**src/hdl/mbe_pkg.sv**
```systemverilog
// Shared types, constants and a helper function of the Mandelbrot escape counter.
package mbe_pkg;

  // Field widths fixed by the interface.
  localparam int unsigned IDX_W   = 11;
  localparam int unsigned ITER_W  = 16;
  localparam int unsigned COUNT_W = 23;
  localparam int unsigned FIX_W   = 32;
  localparam int unsigned CFG_IDX_W = 3;

  // Depth of the queue between the front end and the iteration engine.
  localparam int unsigned QDEPTH = 2;

  // Register reset values.
  localparam logic [ITER_W-1:0]       RST_MAX_ITER    = 16'd2000;
  localparam logic signed [FIX_W-1:0] RST_REAL_ORIGIN = -32'sd134217721;
  localparam logic signed [FIX_W-1:0] RST_REAL_STEP   = 32'sd81920;
  localparam logic signed [FIX_W-1:0] RST_IMAG_ORIGIN = 32'sd7;
  localparam logic signed [FIX_W-1:0] RST_IMAG_STEP   = 32'sd36864;

  // Saturation limits of a fixed-point word and of the escaped-point count.
  localparam logic signed [FIX_W-1:0] FIX_MAX   = 32'sh7FFF_FFFF;
  localparam logic signed [FIX_W-1:0] FIX_MIN   = 32'sh8000_0000;
  localparam logic [COUNT_W-1:0]      COUNT_MAX = '1;

  // Configuration register indexes.
  typedef enum logic [CFG_IDX_W-1:0] {
    CFG_MAX_ITER    = 3'd0,
    CFG_REAL_ORIGIN = 3'd1,
    CFG_REAL_STEP   = 3'd2,
    CFG_IMAG_ORIGIN = 3'd3,
    CFG_IMAG_STEP   = 3'd4
  } cfg_reg_t;

  // Input item.
  typedef struct packed {
    logic [IDX_W-1:0] col_index;
    logic [IDX_W-1:0] row_index;
    logic             clear_count;
  } in_item_t;

  // Result item.
  typedef struct packed {
    logic               escaped;
    logic [ITER_W-1:0]  iterations_used;
    logic [COUNT_W-1:0] escaped_total;
  } out_item_t;

  // Current configuration as seen by the front end and the engine.
  typedef struct packed {
    logic [ITER_W-1:0]       max_iterations;
    logic signed [FIX_W-1:0] real_origin;
    logic signed [FIX_W-1:0] real_step;
    logic signed [FIX_W-1:0] imag_origin;
    logic signed [FIX_W-1:0] imag_step;
  } cfg_t;

  // One point queued for iteration.
  typedef struct packed {
    logic signed [FIX_W-1:0] cr;
    logic signed [FIX_W-1:0] ci;
    logic                    clear_count;
  } point_t;

  // Queue status seen by its producer and consumer.
  typedef struct packed {
    logic full;
    logic empty;
  } q_status_t;

  // Front end states.
  typedef enum logic [1:0] {
    F_IDLE,
    F_MUL,
    F_PUSH
  } front_state_t;

  // Iteration engine states.
  typedef enum logic [1:0] {
    B_IDLE,
    B_MUL,
    B_ADD,
    B_OUT
  } back_state_t;

  // Saturate a wide signed value to a 32-bit fixed-point word.
  function automatic logic signed [FIX_W-1:0] sat_fix(input logic signed [63:0] v);
    logic upper_same;
    upper_same = (v[63:FIX_W-1] == '0) || (v[63:FIX_W-1] == '1);
    if (upper_same) begin
      return v[FIX_W-1:0];
    end else if (v[63]) begin
      return FIX_MIN;
    end else begin
      return FIX_MAX;
    end
  endfunction

endpackage

```
**src/hdl/mbe_queue.sv**
```systemverilog
// Short queue of points between the front end and the iteration engine.
module mbe_queue (
  input  logic               clk,
  input  logic               rst_n,
  input  logic               push,
  input  mbe_pkg::point_t    push_data,
  input  logic               pop,
  output mbe_pkg::point_t    pop_data,
  output mbe_pkg::q_status_t status
);
  import mbe_pkg::*;

  localparam int unsigned PTR_W = (QDEPTH > 1) ? $clog2(QDEPTH) : 1;
  localparam int unsigned CNT_W = $clog2(QDEPTH + 1);

  point_t             entry_r [QDEPTH];
  logic [PTR_W-1:0]   wr_ptr_r, rd_ptr_r;
  logic [CNT_W-1:0]   count_r;

  assign status.full  = (count_r == CNT_W'(QDEPTH));
  assign status.empty = (count_r == '0);
  assign pop_data     = entry_r[rd_ptr_r];

  // Entry storage.
  always_ff @(posedge clk) begin
    if (push) begin
      entry_r[wr_ptr_r] <= push_data;
    end
  end

  // Pointers and fill count.
  always_ff @(posedge clk) begin
    if (!rst_n) begin
      wr_ptr_r <= '0;
      rd_ptr_r <= '0;
      count_r  <= '0;
    end else begin
      if (push) begin
        wr_ptr_r <= (wr_ptr_r == PTR_W'(QDEPTH - 1)) ? '0 : wr_ptr_r + 1'b1;
      end
      if (pop) begin
        rd_ptr_r <= (rd_ptr_r == PTR_W'(QDEPTH - 1)) ? '0 : rd_ptr_r + 1'b1;
      end
      if (push && !pop) begin
        count_r <= count_r + 1'b1;
      end else if (pop && !push) begin
        count_r <= count_r - 1'b1;
      end
    end
  end

`ifndef ASSERT_OFF
  a_no_overflow: assert property (@(posedge clk) disable iff (!rst_n)
    !(push && status.full))
    else $error("point pushed into a full queue");

  a_no_underflow: assert property (@(posedge clk) disable iff (!rst_n)
    !(pop && status.empty))
    else $error("point popped from an empty queue");

  a_count_tracks: assert property (@(posedge clk) disable iff (!rst_n)
    (push && !pop) |=> (count_r == $past(count_r) + 1'b1))
    else $error("queue fill count lost a transfer");
`endif

endmodule

```
**config.mk**
```make
export PLATFORM = sky130hd
export DESIGN_NAME = mbe_queue
export DESIGN_NICKNAME = d
export VERILOG_FILES = /design/src/hdl/mbe_pkg.sv /design/src/hdl/mbe_queue.sv
export SDC_FILE = /design/constraint.sdc
export NUM_CORES = 1
export LEC_CHECK = 0
export BUFFER_PORTS_ARGS = -buffer_cell sky130_fd_sc_hd__buf_2
export CAP_MARGIN = 40
export CELL_PAD_IN_SITES_DETAIL_PLACEMENT = 1
export CELL_PAD_IN_SITES_GLOBAL_PLACEMENT = 1
export CORE_ASPECT_RATIO = 1.5
export CORE_MARGIN = 5
export CORE_UTILIZATION = 44
export CTS_CLUSTER_SIZE = 12
export DETAILED_ROUTE_END_ITERATION = 8
export GPL_TIMING_DRIVEN = 0
export PLACE_DENSITY = 0.84
export SYNTH_ARGS = -nofsm -noshare
export SYNTH_HDL_FRONTEND = slang
export SYNTH_SLANG_ARGS = --single-unit
```
**constraint.sdc**
```tcl
create_clock -name clk -period 4.5 [get_ports clk]
set_input_delay 0.45 -clock clk [delete_from_list [all_inputs] [get_ports clk]]
set_output_delay 0.45 -clock clk [all_outputs]
set_load 0.05 [all_outputs]
```
After elaboration in Yosys (flattened, before gate mapping)
Memory sizes are Yosys's and may differ from the RTL's. A register that Yosys moved wholly into a read port is not among the register bits.
Index checks and enable logic that the tools add are counted.
Word-level totals
  register bits after elaboration: 4
  memory bits (writable): 130
  input port bits: 69
  output and inout bits: 67
  logic and storage cells: 23
  memories kept: 1
Memory list
  entry_r: words 2, width 65, read ports 1, clocked after Yosys merged registers in 1, write ports 1, line mbe_queue.sv:16  | point_t entry_r [QDEPTH];
Cells by class
  add/subtract/negate cells: 4
  equality and inequality tests: 1
  muxes and demuxes: 8
  reductions and logical operators: 6
Operators with widths (number)
  2-to-1 mux 1 bit: 6
  2-to-1 mux 2 bit: 2
  adder 1 bit (second input constant): 2
  adder 2 x 1 -> 2 bit (second input constant): 1
  == test 2 bit (second input constant): 1
  logical AND 1 bit: 2
  zero test 1 bit: 2
  zero test 2 bit: 1
  nonzero test 2 bit: 1
  subtractor 2 x 1 -> 2 bit (second input constant): 1

Longest topological paths before layout
  depth in word-level cells: 4
  mapped depth: 5
  mapped depth without buffers: 5

Least setup slack after synthesis
No wires, ideal clock.
  path type: input to register
  start point: in push
  end point: mem entry_r[0][0] in the netlist's numbering (enable)
  arrival: 3.338 ns
  setup slack: 0.665 ns
  stages: 1
  buffers on the path: 0
  cell sequence: nor2b_1
Between the ends
  longest elaborated chain between the ends: 2
Ends and longest elaborated chain
  start, declared: line mbe_queue.sv:5  | input logic push,
  2-to-1 mux 1 bit: line mbe_queue.sv:26  | if (push) begin
  2-to-1 mux 1 bit (implied by the code): line mbe_queue.sv:27  | entry_r[wr_ptr_r] <= push_data;
  end, declared: line mbe_queue.sv:16
No other way between the ends.

==> flow_metrics.tcl <==
set metrics [dict create \
    clk_transition_reported_paths_ps 50 \
    tightest_slew_ps 592 \
    synth_top_cell_area_share_pct 79.3 \
    r2r-start "wr_ptr_r" \
    ys_top_cells_by_count "edfxtp_1 (130), mux2_2 (65), buf_6 (5), dfxtp_1 (5), and2_1 (4)" \
    die_w_um 96.4 \
    r2r_setup_slack_ps 2880 \
    dr.pass1.iters 4 \
    boundaryPins 136 \
    rsz0062_at_grt "false" \
    fin_skew_ps 5.33 \
    period_minus_slack_ps 2160 \
    ctsHoldBuffers 0 \
    htree_levels 4 \
    antenna_cells 0 \
    syn_inst 224 \
    end_kind "output port" \
    post_cts_resized 0 \
    whs_ps 232 \
    final_net_count 451 \
    portBuffers 135 \
    drtIter0Drc 80 \
    syn_area_sq_um 4920 \
    grt_pass1_vias 2989 \
    cts_tree "done" \
    syn2layout_area_growth_pct 31.6 \
    place_hpwl_um 7150 \
    synthTopCellsByArea "edfxtp_1 (79%), mux2_2 (15%), dfxtp_1 (2.0%)" \
    yosysTopAreaCell "edfxtp_1" \
    status "finished clean" \
    cp.required_ps 4050 \
    synth_edf_count 130 \
    ant_nets 0 \
    drc 0 \
    ys_seq_elements 135 \
    start_kind "flip-flop" \
    p_per_area_nw_per_um2 522 \
    cpPeakStageDelay_ps 360 \
    maxCapViolCount 0 \
    hold_class "in2reg" \
    r2r-end "entry_r[0][34]" \
    gp_congestion 0.679 \
    cp_slowest_cell "mux2_2" \
    min_from "push_data[38]" \
    crit_chain "buf_4 -> buf_6 -> mux2_2 -> buf_2" \
    vias_per_cell 4.82 \
    path_class "reg2out" \
    gr-total-overflow 0 \
    syn_avg_cell_area_sq_um 22.0 \
    initial_core_util_pct 44.8 \
    antenna_found_initial 1 \
    fmax_mhz 464 \
    arrival_ps 1710 \
    clock_sinks 135 \
    rr_worst_depth 3 \
    fin_crit_sh_pct 47.9 \
    ys_seq_area_share_pct 81.3 \
    final_core_util_pct 58.9 \
    clk_latency_ps 410 \
    drt_wl_total_um 10300 \
    max-slew-margin-rel_pct 60.5 \
    finalHoldViolCount 0 \
    critical_path.endpoint "pop_data[26]" \
    ys.flop_type "edfxtp_1" \
    grt_first_pass_wirelength_um 15800 \
    yosysWarnings 0 \
    max-vdd-ir-drop_mv 0.327 \
    setup_viol 0 \
    syn-num-nets 294 \
    vias 2606 \
    fp-row-count 47 \
    numCtsBuffers 17 \
    ys_types 18 \
    core_region_area_sq_um 11000 \
    track_usage_pct 16.2 \
    avgRoutedWirePerCell_um 19.0 \
    cts_setup_buffers 0 \
    dieArea_sq_um 13400 \
    cts_max_path_buffers 2 \
    power_mw 3.38 \
    crit_fanout 10 \
    cellLeakagePower_nw 2.46 \
    async_flop_share_pct 0 \
    slew_violations 0 \
    yosysMostFrequentCell "edfxtp_1" \
    layout-drive-gt1-share_pct 60.9 \
    grt_max_degree 50 \
    fp.dieH_um 140 \
    cts.root.buffer_cell "clkbuf_16" \
]
state kept, by name, indices dropped and copies added (netlist names), named ones only:
register and cells:
rd_ptr_r 1, entry_r 130, wr_ptr_r 1, count_r 2
through the flow:
step	setup TNS [ps]	cell area, sq um	cells	setup slack [ps]
4_1_cts	0	6480	541	2310
5_1_grt	0	6480	541	2240
3_5_place_dp	0	5870	509	2550
2_1_floorplan	0	4920	224	665
6_report	0	6480	541	2340
3_3_place_gp	-68310	5780	506	-1040
where the power goes:
group          switching [mW]  total [mW]  leakage (nW)  internal (mW)
clock                   0.494        1.41         0.290          0.921
sequential             0.0186        1.47          1.26           1.45
combinational           0.347       0.497         0.912          0.150
total                   0.860        3.38          2.46           2.52
worst min path at each step:
stage | end | slack (ps) | cells after the start
after floorplan | count_r[1] | 470 | 2
after global placement | count_r[1] | 480 | 2
after detailed placement | count_r[1] | 520 | 2
after CTS | entry_r[1][38] | 220 | 1
after global routing | entry_r[1][21] | 210 | 1
final | entry_r[0][38] | 230 | 1
metal layers:
metal	part of all wire, %	GRT usage (%)	vias to the layer above
li1	-	-	1201
met1	34	15.8	1303
met2	59	30.1	81
met3	5.3	5.13	19
met4	1.8	6.87	2
met5	0.13	0	-
cells by family after synthesis:
group           share of synthesized area, %
compound gates                         0.407
xor+xnor                               0.534
fa+ha+maj                              0.254
buf+inv                                 1.47
flops                                   81.3
mux                                     14.9
simple gates                            1.14
placed cells by master, fill, tap and decap left out, types with 3 or more instances in the layout:
cell type	instances
bufinv_16	4
buf_6	5
clkbuf_16	17
mux2_2	65
dfxtp_1	5
buf_2	136
edfxtp_1	130
clkinv_1	4
and2_1	3
critical path, delay by kind of cell, from the launching register on:
family / cells / cell delay [ps]
DFF: 1 / 320
muxes: 1 / 360
buffers and inverters: 3 / 620
cell type report:
| class | count | area, sq um |
|---|---|---|
| fill | 1035 | 4520 |
| sequential | 135 | 4000 |
| multi-input combinational | 81 | 857 |
| timing repair buffer | 138 | 751 |
| clock buffer | 18 | 429 |
| tap | 147 | 184 |
| clock inverter | 14 | 181 |
| buffer | 7 | 68.8 |
| inverter | 1 | 3.75 |
Power figures use the tool's default switching activity.
