==> config.mk <==
export PLATFORM = sky130hd
export DESIGN_NAME = mbe_front
export DESIGN_NICKNAME = d
export VERILOG_FILES = /design/src/hdl/mbe_pkg.sv /design/src/hdl/mbe_front.sv
export SDC_FILE = /design/constraint.sdc
export NUM_CORES = 2
export LEC_CHECK = 0
export BUFFER_PORTS_ARGS = -buffer_cell sky130_fd_sc_hd__buf_2
export CORE_MARGIN = 1.5
export CORE_UTILIZATION = 36
export DETAILED_ROUTE_END_ITERATION = 16
export GPL_TIMING_DRIVEN = 1
export PLACE_DENSITY = 0.61
export SETUP_SLACK_MARGIN = 0.1
export SYNTH_ARGS = -nofsm -noshare
export SYNTH_HDL_FRONTEND = slang
export SYNTH_SLANG_ARGS = --single-unit
==> constraint.sdc <==
create_clock -name clk -period 12 [get_ports clk]
set_input_delay 3.6 -clock clk [delete_from_list [all_inputs] [get_ports clk]]
set_output_delay 3.6 -clock clk [all_outputs]
set_load 0.03 [all_outputs]
==> src/hdl/mbe_pkg.sv <==
// Shared types, constants and a helper function of the Mandelbrot escape counter.
package mbe_pkg;

  // Field widths fixed by the interface.
  localparam int unsigned IDX_W   = 11;
  localparam int unsigned ITER_W  = 16;
  localparam int unsigned COUNT_W = 23;
  localparam int unsigned FIX_W   = 32;
  localparam int unsigned CFG_IDX_W = 3;

  // Depth of the queue between the front end and the iteration engine.
  localparam int unsigned QDEPTH = 2;

  // Register reset values.
  localparam logic [ITER_W-1:0]       RST_MAX_ITER    = 16'd2000;
  localparam logic signed [FIX_W-1:0] RST_REAL_ORIGIN = -32'sd134217721;
  localparam logic signed [FIX_W-1:0] RST_REAL_STEP   = 32'sd81920;
  localparam logic signed [FIX_W-1:0] RST_IMAG_ORIGIN = 32'sd7;
  localparam logic signed [FIX_W-1:0] RST_IMAG_STEP   = 32'sd36864;

  // Saturation limits of a fixed-point word and of the escaped-point count.
  localparam logic signed [FIX_W-1:0] FIX_MAX   = 32'sh7FFF_FFFF;
  localparam logic signed [FIX_W-1:0] FIX_MIN   = 32'sh8000_0000;
  localparam logic [COUNT_W-1:0]      COUNT_MAX = '1;

  // Configuration register indexes.
  typedef enum logic [CFG_IDX_W-1:0] {
    CFG_MAX_ITER    = 3'd0,
    CFG_REAL_ORIGIN = 3'd1,
    CFG_REAL_STEP   = 3'd2,
    CFG_IMAG_ORIGIN = 3'd3,
    CFG_IMAG_STEP   = 3'd4
  } cfg_reg_t;

  // Input item.
  typedef struct packed {
    logic [IDX_W-1:0] col_index;
    logic [IDX_W-1:0] row_index;
    logic             clear_count;
  } in_item_t;

  // Result item.
  typedef struct packed {
    logic               escaped;
    logic [ITER_W-1:0]  iterations_used;
    logic [COUNT_W-1:0] escaped_total;
  } out_item_t;

  // Current configuration as seen by the front end and the engine.
  typedef struct packed {
    logic [ITER_W-1:0]       max_iterations;
    logic signed [FIX_W-1:0] real_origin;
    logic signed [FIX_W-1:0] real_step;
    logic signed [FIX_W-1:0] imag_origin;
    logic signed [FIX_W-1:0] imag_step;
  } cfg_t;

  // One point queued for iteration.
  typedef struct packed {
    logic signed [FIX_W-1:0] cr;
    logic signed [FIX_W-1:0] ci;
    logic                    clear_count;
  } point_t;

  // Queue status seen by its producer and consumer.
  typedef struct packed {
    logic full;
    logic empty;
  } q_status_t;

  // Front end states.
  typedef enum logic [1:0] {
    F_IDLE,
    F_MUL,
    F_PUSH
  } front_state_t;

  // Iteration engine states.
  typedef enum logic [1:0] {
    B_IDLE,
    B_MUL,
    B_ADD,
    B_OUT
  } back_state_t;

  // Saturate a wide signed value to a 32-bit fixed-point word.
  function automatic logic signed [FIX_W-1:0] sat_fix(input logic signed [63:0] v);
    logic upper_same;
    upper_same = (v[63:FIX_W-1] == '0) || (v[63:FIX_W-1] == '1);
    if (upper_same) begin
      return v[FIX_W-1:0];
    end else if (v[63]) begin
      return FIX_MIN;
    end else begin
      return FIX_MAX;
    end
  endfunction

endpackage

==> src/hdl/mbe_front.sv <==
// Front end: takes a grid point, clamps its indexes and forms c for the queue.
module mbe_front #(
  parameter int unsigned GRID_POINTS = 2048
) (
  input  logic              clk,
  input  logic              rst_n,
  input  logic              in_valid,
  output logic              in_stall,
  input  mbe_pkg::in_item_t in_data,
  input  mbe_pkg::cfg_t     cfg,
  input  mbe_pkg::q_status_t q_status,
  output logic              q_push,
  output mbe_pkg::point_t   q_data
);
  import mbe_pkg::*;

  localparam logic [IDX_W-1:0] IDX_MAX = IDX_W'(GRID_POINTS - 1);

  front_state_t state_r, state_nxt;

  logic [IDX_W-1:0]        col_r, row_r;
  logic                    clr_r;
  logic signed [43:0]      rprod_r, iprod_r;
  logic [IDX_W-1:0]        col_clamped, row_clamped;
  logic                    accept;

  // Indexes beyond the grid are held at its last point.
  assign col_clamped = (in_data.col_index > IDX_MAX) ? IDX_MAX : in_data.col_index;
  assign row_clamped = (in_data.row_index > IDX_MAX) ? IDX_MAX : in_data.row_index;
  assign accept      = in_valid && !in_stall;

  // State register.
  always_ff @(posedge clk) begin
    if (!rst_n) begin
      state_r <= F_IDLE;
    end else begin
      state_r <= state_nxt;
    end
  end

  // Next state and handshake outputs.
  always_comb begin
    state_nxt = state_r;
    in_stall  = 1'b1;
    q_push    = 1'b0;
    case (state_r)
      F_IDLE: begin
        in_stall = 1'b0;
        if (in_valid) begin
          state_nxt = F_MUL;
        end
      end
      F_MUL: begin
        state_nxt = F_PUSH;
      end
      F_PUSH: begin
        if (!q_status.full) begin
          q_push    = 1'b1;
          state_nxt = F_IDLE;
        end
      end
      default: begin
        state_nxt = F_IDLE;
      end
    endcase
  end

  // Captured point and the step products.
  always_ff @(posedge clk) begin
    if (accept) begin
      col_r <= col_clamped;
      row_r <= row_clamped;
      clr_r <= in_data.clear_count;
    end
    if (state_r == F_MUL) begin
      rprod_r <= cfg.real_step * $signed({1'b0, col_r});
      iprod_r <= cfg.imag_step * $signed({1'b0, row_r});
    end
  end

  // Origin plus product, saturated to the fixed-point range.
  always_comb begin
    q_data.cr          = sat_fix(64'(cfg.real_origin) + 64'(rprod_r));
    q_data.ci          = sat_fix(64'(cfg.imag_origin) + 64'(iprod_r));
    q_data.clear_count = clr_r;
  end

endmodule

# Yosys cells after proc, flatten, opt, wreduce, memory -nomap -nowiden
# Index checks and enable logic that the tools add are counted.
# word_totals
inputBits	172
register_bits	113
out_inout_bits	67
wordCells	35
# classes
n_lt_le_gt_ge	2
n_mux	10
reduce_logical	7
n_eq_ne	6
n_mul	2
n_addsub	2
# ops
cell	n
2-to-1 mux 32 bit	4
adder 32 x 44 -> 45 bit	2
multiplier 32 x 12 -> 44 bit	2
equality test 33 bit, second input constant	2
zero test 33 bit	2
greater-than comparator 11 bit, second input constant	2
one-hot mux 2 bit (3 select lines)	1
2-to-1 mux 2 bit	2
!= test 2 bit, second input constant	2
2-to-1 mux 1 bit	3
equality test 2 x 1 -> 1 bit, second input constant	1
equality test 2 bit, second input constant	1
zero test 2 bit	1
logical OR 1 bit	2
AND reduction 2 bit	1
logical AND 1 bit	1

# Depth between registers and ports, before layout
# depth
depth_word	4
mapped_depth	24
depth_no_buf	23

# Worst setup path before layout
# OpenSTA, ideal clock, no wires.
# synth_path
kind	input port to output port
start	input port cfg[32] (netlist bit)
end	output port q_data[13] (netlist bit)
path_stages	15
slack_ns	1.305
t_arrival_ns	7.095
required_time_ns	8.400
path_cell_list	ha_1 -> inv_1 -> fa_1 -> nand2b_1 -> a21oi_1 -> o21bai_2 -> o21ai_1 -> o21ai_2 -> o311ai_1 -> xnor2_1 -> or2_2 -> nor4_2 -> o21ba_2 -> clkbuf_2 -> o21ai_0
# synth_lines
item	line_no	rtl
start, declared	mbe_front.sv:10	input mbe_pkg::cfg_t cfg,
end, declared	mbe_front.sv:13	output mbe_pkg::point_t q_data

==> out/results.txt <==
Initial Util = 36.4%
Root buf cell = clkbuf_16
Clock-pin slew on the worst setup and hold paths = 70 ps
Routability cong. = 0.861
CP Buf/Inv Count = 5
Number of vias per cell = 4.97
Number of synthesized register bits = 113
Mapped cell area = 0.0328 sq mm
Initial DRC Count = 1422
IO Count = 239
Reg2reg start = col_r[3]$_SDFFCE_PN1P_
Fmax = 87.9 MHz
Final Setup Violations = 0
Mapped Nets = 4846
CTS buffer count = 17
Part of the Yosys area used for sequential elements = 10.3%
Worst-path cell chain = buf_2 -> ha_1 -> inv_1 -> fa_1 -> nand2b_1 -> a211oi_1 -> o21ai_0 -> o21ai_0 -> o31ai_1 -> buf_4 -> o31ai_1 -> xor2_1 -> nand4_1 -> nor4_1 -> a41o_1 -> buf_4 -> o21a_1 -> buf_2
Pins Over Slew Limit = 0
Initial antenna violation count = 7
GRT Total Usage = 18.5%
Synth-to-layout area growth = 8.01%
CTS tree = yes
Crit. End Element = output port
Num Clock Sinks = 113
PortBufs = 221
Critical Path Start Type = primary input
Tmin final = 11370 ps
Worst-margin pin slew = 1060 ps
RSZ-0062 raised after global routing = false
Nets = 4929
Most common cell after layout, fill and taps aside = inv_1
Hold Violations, Final = 0
Unique masters post-synth = 80
EDFF count, synth = 111
Start point of the critical path = cfg[96]
Most frequent cells in the layout = inv_1, nand2_1, fa_1
Setup TNS = 0 ps
Fraction of the cycle the final worst path needs = 94.8%
DP HPWL = 68600 um
Max clock buf depth = 2
Worst Skew = 17.7 ps
Hold Buf Count CTS = 0
Crit path largest cell delay = 530 ps
Filler cell count = 9047
Grt ovf = 0
WS Path Type = in2out
Total of max-cap violations = 0
Total Wirelength = 83600 um
Async SR Flop Fraction = 0%
Min-delay src = state_r[0]$_SDFFE_PN0P_
Routed WL per cell = 16.5 um
Avg Inst Size Synth = 8.67 sq um
Die Ht = 305 um
Largest net degree at the start of global routing = 46
Critical path's top delay family = compound AO/OA/AOI/OAI gates
Max FO, Critical Path = 31
Layout cells sized above 1 = 7.96%
Setup Fix Bufs, Post-CTS = 0
Post-route ant nets = 0
Ys Warns = 0
Cells after Synth = 3786
Worst Path Required = 8400 ps
DIE AREA = 0.0930 sq mm
Slowest CP cell = o21ai_0
Die W = 305 um
Clk_lat worst skew = 500 ps
Cell Rows = 110
Core area = 0.0901 sq mm
Htree depth = 4
Via count = 25100
Min-delay worst type = reg2reg
Slew HR = 29.4%
Most used flip-flop cell after synthesis = edfxtp_1
Arrival time at the worst endpoint = 7770 ps
# DRC = 0
Outcome = complete, no violations
Vias in the first global route = 26000
First-pass GRT wire length = 137000 um
Drt first pass iters = 7
CTS resizes = 0
## final cells by class
class / count / area (sq um) / share of cell area, %
well taps: 1176 / 1470 / 4.15
flip-flops and latches: 113 / 3370 / 9.51
clock buffers: 18 / 429 / 1.21
clock inverters: 14 / 123 / 0.346
multi-input cells: 2696 / 25800 / 72.6
diodes: 3 / 7.51 / 0.0212
repair buffers: 251 / 1330 / 3.75
inverters: 790 / 2970 / 8.36
## metrics by stage
stage	hold WS (ps)	utilization (%)	area, sq um	worst slack [ps]	cells
floorplan	582	-	32800	1300	3786
global placement	644	38.7	34900	698	5026
detailed placement	652	38.7	34900	661	5026
CTS	655	39.3	35400	636	5058
global route	695	39.3	35500	330	5059
finish	654	39.3	35500	627	5061
## metal layers
| layer | up-vias | part of all wire [%] | GRT usage (%) |
|---|---|---|---|
| li1 | 11900 | - | - |
| met1 | 12500 | 46 | 25.3 |
| met4 | 4 | 1.7 | 5.00 |
| met2 | 613 | 47 | 30.7 |
| met5 | - | 0.032 | 0 |
| met3 | 84 | 5.2 | 2.72 |
## cell usage after synthesis (all sizes together), types with 10 or more instances
master | number | share of area (%)
a211oi | 18 | 0.41
a21o | 78 | 1.8
a21oi | 166 | 2.5
a31oi | 10 | 0.19
and2 | 190 | 3.6
and3 | 11 | 0.21
buf | 15 | 0.32
clkbuf | 172 | 2.0
edfxtp | 111 | 10
fa | 612 | 37
ha | 276 | 11
inv | 790 | 9.0
nand2 | 628 | 7.2
nand2b | 24 | 0.46
nand3 | 28 | 0.43
nand4 | 23 | 0.44
nor2 | 92 | 1.1
nor2b | 21 | 0.40
nor3 | 23 | 0.35
o211ai | 11 | 0.25
o21a | 43 | 0.98
o21ai | 126 | 2.0
o21bai | 31 | 0.72
xnor2 | 108 | 2.9
xor2 | 52 | 1.4
## tightest hold or removal path, cell delays in order, from the launching register on
cell	delay (ps)
dfxtp_1	330
and3b_1	210
o21a_1	100
## cell families after synthesis
family	after synthesis	synth area share, %
DFF	113	10.3
xor gates and xnor gates	160	4.27
AOI/OAI and AO/OA	554	10.8
muxes	3	0.0953
and+or+nand+nor	1091	15.4
buffers and inverters	977	11.3
adders and majority gates	888	47.8
## sequential cells by signal, summed over array words and instances (netlist names)
name / flops
state_r: 2
rprod_r: 44
col_r: 11
iprod_r: 44
clr_r: 1
row_r: 11
## final timing paths
| path | to | slack [ps] | cells past startpoint |
|---|---|---|---|
| setup / recovery | q_data[39] | 630 | 18 |
| hold / removal | state_r[1]$_SDFFE_PN0P_ | 650 | 2 |
| setup reg to reg | rprod_r[38]$_DFFE_PN_ | 4530 | 22 |
| hold reg to reg | state_r[1]$_SDFFE_PN0P_ | 650 | 2 |
Power is not shown: default switching activity piles up to over one toggle a cycle in this logic, so the estimate is an artifact.
